File: src/rtl/core/assert_macros.svh
// assertion macros shared by the rtl files
// no dependencies; bodies compile away when SYNTHESIS is defined
`ifndef ASSERT_MACROS_SVH
`define ASSERT_MACROS_SVH
`ifndef SYNTHESIS
`define ASSERT_ALWAYS(lbl, clk, rst, expr) \
   lbl: assert property (@(posedge clk) disable iff (rst) (expr)) \
      else $error("assertion failed");
`define ASSERT_IMPLY(lbl, clk, rst, ante, cons) \
   lbl: assert property (@(posedge clk) disable iff (rst) (ante) |-> (cons)) \
      else $error("assertion failed");
`else
`define ASSERT_ALWAYS(lbl, clk, rst, expr)
`define ASSERT_IMPLY(lbl, clk, rst, ante, cons)
`endif
`endif

File: src/rtl/core/utf8d_pkg.sv
// constants, codes and types of the utf-32 to utf-8 decoder
// no dependencies
`timescale 1ns / 1ps
package utf8d_pkg;
   localparam int MAX_UNITS   = 64;
   localparam int POS_W       = $clog2(MAX_UNITS + 1);
   localparam int CPE_W       = 7;
   localparam int CSR_IDX_W   = 1;
   localparam int QUEUE_DEPTH = 2;

   localparam logic [CSR_IDX_W-1:0] CSR_BIG_ENDIAN = 1'd0;
   localparam logic [CSR_IDX_W-1:0] CSR_ELEM_LEN   = 1'd1;

   localparam logic [CPE_W-1:0] CHARS_RESET = 7'd16;

   localparam logic [31:0] CP_MAX     = 32'h0010_FFFF;
   localparam logic [31:0] SURR_FIRST = 32'h0000_D800;
   localparam logic [31:0] SURR_LAST  = 32'h0000_DFFF;
   localparam logic [31:0] LIMIT_1    = 32'h0000_0080;
   localparam logic [31:0] LIMIT_2    = 32'h0000_0800;
   localparam logic [31:0] LIMIT_3    = 32'h0001_0000;

   localparam logic [7:0] LEAD_2 = 8'hC0;
   localparam logic [7:0] LEAD_3 = 8'hE0;
   localparam logic [7:0] LEAD_4 = 8'hF0;
   localparam logic [7:0] CONT   = 8'h80;

   // one classified code unit: encoded bytes plus trailing flag results
   typedef struct packed {
      logic [3:0][7:0] bytes;
      logic [2:0]      nbytes;
      logic            bad;
      logic            str_end;
   } entry_type;

   typedef struct packed {
      logic empty;
      logic full;
   } queue_status_type;
endpackage

File: src/rtl/core/utf8d_front.sv
// front end: config registers, code unit assembly, classification, element state
// depends on utf8d_pkg
`timescale 1ns / 1ps
module utf8d_front (
   input  logic                                clock,
   input  logic                                reset,
   input  logic                                csr_wr_en,
   input  logic [utf8d_pkg::CSR_IDX_W-1:0]     csr_index,
   input  logic [utf8d_pkg::CPE_W-1:0]         csr_wdata,
   input  logic                                req_valid,
   output logic                                req_stall,
   input  logic [31:0]                         req_raw_word,
   input  logic                                req_last_in_array,
   input  utf8d_pkg::queue_status_type         qstat,
   output logic                                push,
   output utf8d_pkg::entry_type                push_entry
);
   import utf8d_pkg::*;

   logic             big_endian_ff;
   logic [CPE_W-1:0] chars_ff;
   logic [POS_W-1:0] pos_ff, pos_in;
   logic             skip_ff, skip_in;

   logic [31:0]      cp;
   logic [POS_W-1:0] eff_len;
   logic [POS_W-1:0] next_pos;
   logic             elem_end;
   logic             is_zero;
   logic             is_bad;
   logic             accept;
   entry_type        entry;

   always_ff @(posedge clock) begin
      if (reset) begin
         big_endian_ff <= 1'b0;
         chars_ff      <= CHARS_RESET;
      end else if (csr_wr_en) begin
         unique case (csr_index)
            CSR_BIG_ENDIAN: big_endian_ff <= csr_wdata[0];
            CSR_ELEM_LEN:   chars_ff      <= csr_wdata;
            default: ;
         endcase
      end
   end

   assign cp = big_endian_ff ?
               {req_raw_word[7:0], req_raw_word[15:8], req_raw_word[23:16],
                req_raw_word[31:24]} : req_raw_word;

   always_comb begin
      if (chars_ff == '0) begin
         eff_len = POS_W'(1);
      end else if (32'(chars_ff) > MAX_UNITS) begin
         eff_len = POS_W'(MAX_UNITS);
      end else begin
         eff_len = POS_W'(chars_ff);
      end
   end

   assign next_pos = pos_ff + POS_W'(1);
   assign elem_end = (next_pos >= eff_len) || req_last_in_array;
   assign is_zero  = (cp == '0);
   assign is_bad   = (cp > CP_MAX) || ((cp >= SURR_FIRST) && (cp <= SURR_LAST));

   always_comb begin
      entry         = '0;
      entry.str_end = elem_end;
      if (!skip_ff && !is_zero) begin
         priority if (is_bad) begin
            entry.bad = 1'b1;
         end else if (cp < LIMIT_1) begin
            entry.nbytes   = 3'd1;
            entry.bytes[0] = cp[7:0];
         end else if (cp < LIMIT_2) begin
            entry.nbytes   = 3'd2;
            entry.bytes[0] = LEAD_2 | {3'b000, cp[10:6]};
            entry.bytes[1] = CONT | {2'b00, cp[5:0]};
         end else if (cp < LIMIT_3) begin
            entry.nbytes   = 3'd3;
            entry.bytes[0] = LEAD_3 | {4'b0000, cp[15:12]};
            entry.bytes[1] = CONT | {2'b00, cp[11:6]};
            entry.bytes[2] = CONT | {2'b00, cp[5:0]};
         end else begin
            entry.nbytes   = 3'd4;
            entry.bytes[0] = LEAD_4 | {5'b00000, cp[20:18]};
            entry.bytes[1] = CONT | {2'b00, cp[17:12]};
            entry.bytes[2] = CONT | {2'b00, cp[11:6]};
            entry.bytes[3] = CONT | {2'b00, cp[5:0]};
         end
      end
   end

   assign req_stall  = qstat.full;
   assign accept     = req_valid && !qstat.full;
   assign push       = accept && ((entry.nbytes != 3'd0) || entry.bad || entry.str_end);
   assign push_entry = entry;

   always_comb begin
      pos_in  = pos_ff;
      skip_in = skip_ff;
      if (accept) begin
         if (elem_end) begin
            pos_in  = '0;
            skip_in = 1'b0;
         end else begin
            pos_in  = next_pos;
            skip_in = skip_ff || is_zero || is_bad;
         end
      end
   end

   always_ff @(posedge clock) begin
      if (reset) begin
         pos_ff  <= '0;
         skip_ff <= 1'b0;
      end else begin
         pos_ff  <= pos_in;
         skip_ff <= skip_in;
      end
   end
endmodule

File: src/rtl/core/utf8d_queue.sv
// short queue of classified code units between front and back end
// depends on utf8d_pkg
`timescale 1ns / 1ps
module utf8d_queue (
   input  logic                        clock,
   input  logic                        reset,
   input  logic                        push,
   input  utf8d_pkg::entry_type        push_entry,
   input  logic                        pop,
   output utf8d_pkg::entry_type        head,
   output utf8d_pkg::queue_status_type qstat
);
   import utf8d_pkg::*;

   localparam int PTR_W = (QUEUE_DEPTH > 1) ? $clog2(QUEUE_DEPTH) : 1;
   localparam int CNT_W = $clog2(QUEUE_DEPTH + 1);

   entry_type          slot_ff [QUEUE_DEPTH];
   logic [PTR_W-1:0]   wr_ptr_ff, wr_ptr_in;
   logic [PTR_W-1:0]   rd_ptr_ff, rd_ptr_in;
   logic [CNT_W-1:0]   count_ff, count_in;

   always_comb begin
      wr_ptr_in = wr_ptr_ff;
      rd_ptr_in = rd_ptr_ff;
      count_in  = count_ff;
      if (push) begin
         wr_ptr_in = (32'(wr_ptr_ff) == QUEUE_DEPTH - 1) ? '0 : wr_ptr_ff + PTR_W'(1);
      end
      if (pop) begin
         rd_ptr_in = (32'(rd_ptr_ff) == QUEUE_DEPTH - 1) ? '0 : rd_ptr_ff + PTR_W'(1);
      end
      if (push && !pop) begin
         count_in = count_ff + CNT_W'(1);
      end else if (pop && !push) begin
         count_in = count_ff - CNT_W'(1);
      end
   end

   always_ff @(posedge clock) begin
      if (reset) begin
         wr_ptr_ff <= '0;
         rd_ptr_ff <= '0;
         count_ff  <= '0;
      end else begin
         wr_ptr_ff <= wr_ptr_in;
         rd_ptr_ff <= rd_ptr_in;
         count_ff  <= count_in;
      end
   end

   always_ff @(posedge clock) begin
      if (push) begin
         slot_ff[wr_ptr_ff] <= push_entry;
      end
   end

   assign head        = slot_ff[rd_ptr_ff];
   assign qstat.empty = (count_ff == '0);
   assign qstat.full  = (32'(count_ff) == QUEUE_DEPTH);
endmodule

File: src/rtl/core/utf8d_back.sv
// back end: walks one queued entry result by result into the output register
// depends on utf8d_pkg
`timescale 1ns / 1ps
module utf8d_back (
   input  logic                        clock,
   input  logic                        reset,
   input  utf8d_pkg::entry_type        head,
   input  utf8d_pkg::queue_status_type qstat,
   output logic                        pop,
   output logic                        rsp_valid,
   input  logic                        rsp_stall,
   output logic [7:0]                  rsp_out_byte,
   output logic                        rsp_byte_valid,
   output logic                        rsp_string_end,
   output logic                        rsp_bad_code_point,
   output logic                        rsp_last
);
   import utf8d_pkg::*;

   logic       rsp_valid_ff, rsp_valid_in;
   logic [7:0] byte_ff, byte_in;
   logic       byte_valid_ff, byte_valid_in;
   logic       end_ff, end_in;
   logic       bad_ff, bad_in;
   logic       last_ff;
   logic [2:0] step_ff, step_in;
   logic [2:0] total;
   logic       load;
   logic       is_last;

   assign total   = head.nbytes + {2'b00, head.bad} + {2'b00, head.str_end};
   assign load    = !qstat.empty && (!rsp_valid_ff || !rsp_stall);
   assign is_last = (step_ff == total - 3'd1);
   assign pop     = load && is_last;

   always_comb begin
      byte_in       = '0;
      byte_valid_in = 1'b0;
      end_in        = 1'b0;
      bad_in        = 1'b0;
      priority if (step_ff < head.nbytes) begin
         byte_in       = head.bytes[step_ff[1:0]];
         byte_valid_in = 1'b1;
      end else if ((step_ff == head.nbytes) && head.bad) begin
         bad_in = 1'b1;
      end else begin
         end_in = 1'b1;
      end
   end

   always_comb begin
      step_in      = step_ff;
      rsp_valid_in = rsp_valid_ff && rsp_stall;
      if (load) begin
         step_in      = is_last ? 3'd0 : step_ff + 3'd1;
         rsp_valid_in = 1'b1;
      end
   end

   always_ff @(posedge clock) begin
      if (reset) begin
         rsp_valid_ff <= 1'b0;
         step_ff      <= '0;
      end else begin
         rsp_valid_ff <= rsp_valid_in;
         step_ff      <= step_in;
      end
   end

   always_ff @(posedge clock) begin
      if (load) begin
         byte_ff       <= byte_in;
         byte_valid_ff <= byte_valid_in;
         end_ff        <= end_in;
         bad_ff        <= bad_in;
         last_ff       <= is_last;
      end
   end

   assign rsp_valid          = rsp_valid_ff;
   assign rsp_out_byte       = byte_ff;
   assign rsp_byte_valid     = byte_valid_ff;
   assign rsp_string_end     = end_ff;
   assign rsp_bad_code_point = bad_ff;
   assign rsp_last           = last_ff;
endmodule

File: src/rtl/core/fixed_utf32_to_utf8_decoder.sv
// top level of the utf-32 to utf-8 decoder
// depends on utf8d_pkg, utf8d_front, utf8d_queue, utf8d_back, assert_macros.svh
`timescale 1ns / 1ps
// usage:
//   req channel carries one raw 32-bit code unit per transaction, with a flag for
//   the last unit of the array; rsp channel carries one result per transaction:
//   a utf-8 byte, an error flag or an end-of-string flag, with rsp_last on the
//   final result of each code unit. units that produce nothing give no result.
//   csr port writes big_endian (index 0) and the element length in code units
//   (index 1); the user must do so while the block is idle; it is not enforced.
//   path: the first result of a unit passes the queue slot and then the output
//   register before it is on rsp, when the output side is free.
//   throughput: one result per cycle while rsp is not stalled, up to five results
//   per code unit; the byte-wide output register sets this, and the two-entry
//   queue lets the req side run ahead while earlier units drain.
//   reset: synchronous, empties the queue, clears rsp_valid, the result step,
//   element position and skip flag, and loads the register reset values.
//   a stalled rsp holds its payload; once the queue fills, req_stall rises.
module fixed_utf32_to_utf8_decoder (
   input  logic                            clock,
   input  logic                            reset,
   input  logic                            csr_wr_en,
   input  logic [utf8d_pkg::CSR_IDX_W-1:0] csr_index,
   input  logic [utf8d_pkg::CPE_W-1:0]     csr_wdata,
   input  logic                            req_valid,
   output logic                            req_stall,
   input  logic [31:0]                     req_raw_word,
   input  logic                            req_last_in_array,
   output logic                            rsp_valid,
   input  logic                            rsp_stall,
   output logic [7:0]                      rsp_out_byte,
   output logic                            rsp_byte_valid,
   output logic                            rsp_string_end,
   output logic                            rsp_bad_code_point,
   output logic                            rsp_last
);
   import utf8d_pkg::*;
`include "assert_macros.svh"

   queue_status_type qstat;
   entry_type        push_entry;
   entry_type        head;
   logic             push;
   logic             pop;

   utf8d_front u_front (
      .clock             (clock),
      .reset             (reset),
      .csr_wr_en         (csr_wr_en),
      .csr_index         (csr_index),
      .csr_wdata         (csr_wdata),
      .req_valid         (req_valid),
      .req_stall         (req_stall),
      .req_raw_word      (req_raw_word),
      .req_last_in_array (req_last_in_array),
      .qstat             (qstat),
      .push              (push),
      .push_entry        (push_entry)
   );

   utf8d_queue u_queue (
      .clock      (clock),
      .reset      (reset),
      .push       (push),
      .push_entry (push_entry),
      .pop        (pop),
      .head       (head),
      .qstat      (qstat)
   );

   utf8d_back u_back (
      .clock              (clock),
      .reset              (reset),
      .head               (head),
      .qstat              (qstat),
      .pop                (pop),
      .rsp_valid          (rsp_valid),
      .rsp_stall          (rsp_stall),
      .rsp_out_byte       (rsp_out_byte),
      .rsp_byte_valid     (rsp_byte_valid),
      .rsp_string_end     (rsp_string_end),
      .rsp_bad_code_point (rsp_bad_code_point),
      .rsp_last           (rsp_last)
   );

   `ASSERT_ALWAYS(a_queue_sane, clock, reset, !(qstat.empty && qstat.full))
   `ASSERT_IMPLY(a_one_kind, clock, reset, rsp_valid, $onehot({rsp_byte_valid, rsp_string_end, rsp_bad_code_point}))
   `ASSERT_IMPLY(a_end_is_last, clock, reset, rsp_valid && rsp_string_end, rsp_last)
   `ASSERT_IMPLY(a_no_pop_empty, clock, reset, qstat.empty, !pop)
endmodule
File: config.mk
export PLATFORM = sky130hd
export DESIGN_NAME = fixed_utf32_to_utf8_decoder
export DESIGN_NICKNAME = d
export VERILOG_FILES = /design/src/rtl/core/utf8d_pkg.sv /design/src/rtl/core/utf8d_front.sv /design/src/rtl/core/utf8d_queue.sv /design/src/rtl/core/utf8d_back.sv /design/src/rtl/core/fixed_utf32_to_utf8_decoder.sv
export VERILOG_INCLUDE_DIRS = /design/src /design/src/rtl/core
export SDC_FILE = /design/constraint.sdc
export NUM_CORES = 1
export LEC_CHECK = 0
export BUFFER_PORTS_ARGS = -buffer_cell sky130_fd_sc_hd__buf_2
export CAP_MARGIN = 20
export CORE_MARGIN = 2
export CORE_UTILIZATION = 54
export CTS_BUF_LIST = sky130_fd_sc_hd__clkbuf_4 sky130_fd_sc_hd__clkbuf_8
export CTS_CLUSTER_DIAMETER = 50
export DETAILED_ROUTE_END_ITERATION = 6
export PLACE_DENSITY = 0.74
export SYNTH_ARGS = -nofsm -noshare
export SYNTH_HDL_FRONTEND = slang
export SYNTH_HIERARCHICAL = 1
export SYNTH_SLANG_ARGS = --single-unit
File: constraint.sdc
create_clock -name clock -period 7.54 [get_ports clock]
set_input_delay 0.754 -clock clock [delete_from_list [all_inputs] [get_ports clock]]
set_output_delay 0.754 -clock clock [all_outputs]
set_load 0.005 [all_outputs]
==> key figures <==
Critical path
  – Critical Path RT: between 7 and 8 ns
  – Crit path max-delay cell type: fa_1
  – CP Class: flip-flop to flip-flop
  – CP endpoint kind: flip-flop
  – Slowest stage delay, CP: 0.49 ns
  – CP cell instances: buf_4, mux2_2, inv_1, ha_1, inv_1, ha_1, inv_1, fa_1, xor2_1, nand2_1, nor2_1, and2_2, inv_1, ha_1, or3_1, a21oi_1
  – Arr. time, crit path: 3.95 ns
  – Most frequent CP cell: inv_1
  – Startpoint types: flip-flop
  – Worst-path fanout max: 37

Yosys
  – Ys Warns: 6
  – Top FF cell, synth: edfxtp_1
  – Yosys reg bits: 111
  – Synth async-reset ratio: 0%
  – Post-Syn Area per Cell: 12.2 um^2
  – Number of enable flip-flop cells after synthesis: 86
  – Synthesized area: 5980 um^2
  – Cells after Synth: 491
  – Sequential fraction of the synthesis area: about half
  – Distinct cells, synth: 64

GRT
  – First-pass GRT wire length: 18,300 um
  – All-Layer GR Usage: 20.2%
  – Global route overflow: 0
  – Pin count of the biggest net entering global routing: 40
  – Antenna violations before repair: 0
  – Number of global-route vias before repair: 3,752

Clock tree
  – Clock tree buffer depth: 2
  – Postcts setup bufs: 0
  – CTS buffer count: 9
  – H-tree depth: 3
  – Reg clk slew, reported paths: about 0.10 ns
  – Post-cts sizing count: 0
  – Clock root buffer master: clkbuf_8
  – Cts hold-fix bufs: 0
  – Worst skew pair latency: 0.37 ns
  – CTS tree: yes
  – # clock sinks: 111

Pwr
  – Worst vdd ir: 0.116 mV
  – Power density over the cells: 279 nW/um^2
  – Leak: 2.38 nW

Floorplan
  – Core area: 10,800 um^2
  – Width of the chip: approximately 110 um
  – Die Area: 11,900 um^2
  – Starting Density: 55.2%
  – Row count: 38
  – Die H: 109 um
  – Ports: 60

Final layout
  – # diodes: 0
  – Proportion of layout cells with a drive suffix above 1: 30.8%
  – Final #Nets: 603
  – Area delta synth->final: 8.81%

Detailed routing
  – ANT nets after route: 0
  – DRT Pass-1 Iters: 4
  – Iteration-0 DRC Markers: 164
  – Drt wl/cell: 16.3 um
  – DRC errors left: 0
  – Vias/cell: 5.66
  – WL final: roughly 11,000 um
  – DR vias: 3,885

Timing
  – Max Slew Vio Count: 0
  – Endpoints failing hold: 0
  – Relative slew slack: between 30% and 40%
  – Worst-Margin Slew: ~1.0 ns
  – Skew final: 0.0118 ns
  – Tcrit/Tclk final: 48.3%
  – Final worst setup slack: between 3 and 4 ns
  – Final setup vio count: 0
  – Setup TNS: 0 ns
  – F_max: 275 MHz
  – Min cycle time layout: 3.64 ns
  – Unrepaired setup endpoints after global routing: false

Min path
  – Worst min-delay path class: flip-flop to flip-flop

Outcome
  – Status: finished, final reports clean

Placement
  – DP Wirelength: 7980 um
  – Port bufs: 59
  – Placer Congestion: 0.876
  – Pre-CTS setup slack: a little under 4 ns

Run
  – Maxcap violations: 0
[area by class of cell]
class                   instances  area, um^2
clock buffers                   9         124
clock inverters                 7        72.6
inverters                      15        56.3
flip-flops and latches        111        3080
fillers                       899        4330
well taps                     140         175
multi-input cells             340        2660
repair buffers                 64         333
[cell families after synthesis]
logic type / after synthesis / synth area share, %
and+or+nand+nor: 158 / 14.8
DFF: 111 / 51.6
AOI/OAI and AO/OA: 77 / 9.12
muxes: 71 / 14.7
buffers and inverters: 42 / 4.08
adders and majority gates: 16 / 3.47
xor gates and xnor gates: 15 / 2.20
other: 1 / 0.0627
[path summary, 6_finish.rpt]
check                              to                 from  cells after the start  slack, ns
hold / removal    u_front/chars_ff[0]  u_front/chars_ff[0]                      2       0.47
hold reg to reg   u_front/chars_ff[0]  u_front/chars_ff[0]                      2       0.47
setup reg to reg  u_queue/count_ff[1]            flip-flop                     16       3.90
setup / recovery  u_queue/count_ff[1]            flip-flop                     16       3.90
[critical path: cells and delay by family (launching register included)]
family	cells	cell delay, ns
xor+xnor	1	0.14
mux	1	0.41
flops	1	0.32
compound gates	1	0.14
simple gates	4	0.84
fa+ha+maj	4	1.12
buf+inv	5	0.62
[Yosys cell counts, types with 7 or more instances]
cell	count	area share (%)
nor2_1	44	2.8
xnor2_1	9	1.3
mux2_2	43	8.1
and2_1	10	1.0
nor2_2	9	0.94
mux2i_1	18	3.0
dfxtp_1	25	8.4
clkbuf_1	7	0.44
a31oi_1	8	0.84
ha_1	15	3.1
nor2b_1	10	1.0
inv_1	13	0.82
nand3_1	15	1.3
nand2_1	28	1.8
mux4_2	9	3.4
a21oi_1	32	2.7
o21ai_0	8	0.67
edfxtp_1	86	43
buf_4	12	1.5
[metal layers]
layer / GRT usage (%) / share of wire (%) / vias to the layer above
met1: 27.9 / 47 / 1844
li1: - / - / 1903
met5: 0 / 0 / -
met4: 6.78 / 1.8 / 0
met3: 3.89 / 5.2 / 16
met2: 32.3 / 46 / 122
[cell usage in the layout, fill, tap and decap left out, types with 5 or more instances in the layout]
cell	instances
mux4_2	9
a21oi_1	32
dfxtp_1	25
mux2i_1	18
a31oi_1	8
nand3_1	15
nor2_1	44
nor2b_1	9
nand2_1	28
buf_2	59
edfxtp_1	86
ha_1	15
xor2_1	6
nor2_2	9
inv_1	13
and2_1	10
buf_4	5
xnor2_1	9
nor3_1	6
clkbuf_8	9
o21ai_0	8
mux2_2	43
[power by group]
part	total, mW	switching, mW	internal, mW
Clock	0.349	0.195	0.154
Sequential	0.864	0.0502	0.814
Combinational	0.604	0.313	0.292
[registers in the layout (all words and copies together) (netlist names), 2 cells and up, named ones only]
name and cells:
u_queue/slot_ff 74, u_back/step_ff 3, u_queue/count_ff 2, u_front/chars_ff 7, u_back/rsp_out_byte 8, u_front/pos_ff 7
[per-stage QoR]
stage / total power [mW] / util [%] / instances / hold slack, ns / cell area [um^2]
2_1_floorplan: 1.34 / - / 493 / 0.436 / 5990
3_3_place_gp: 1.46 / 58.2 / 670 / 0.452 / 6310
4_1_cts: 1.84 / 60.0 / 686 / 0.470 / 6510
3_5_place_dp: 1.49 / 58.2 / 670 / 0.456 / 6310
6_report: 1.82 / 60.0 / 686 / 0.467 / 6510
5_1_grt: 1.94 / 60.0 / 686 / 0.496 / 6510
Note: power is estimated with default switching activity, not from simulation.
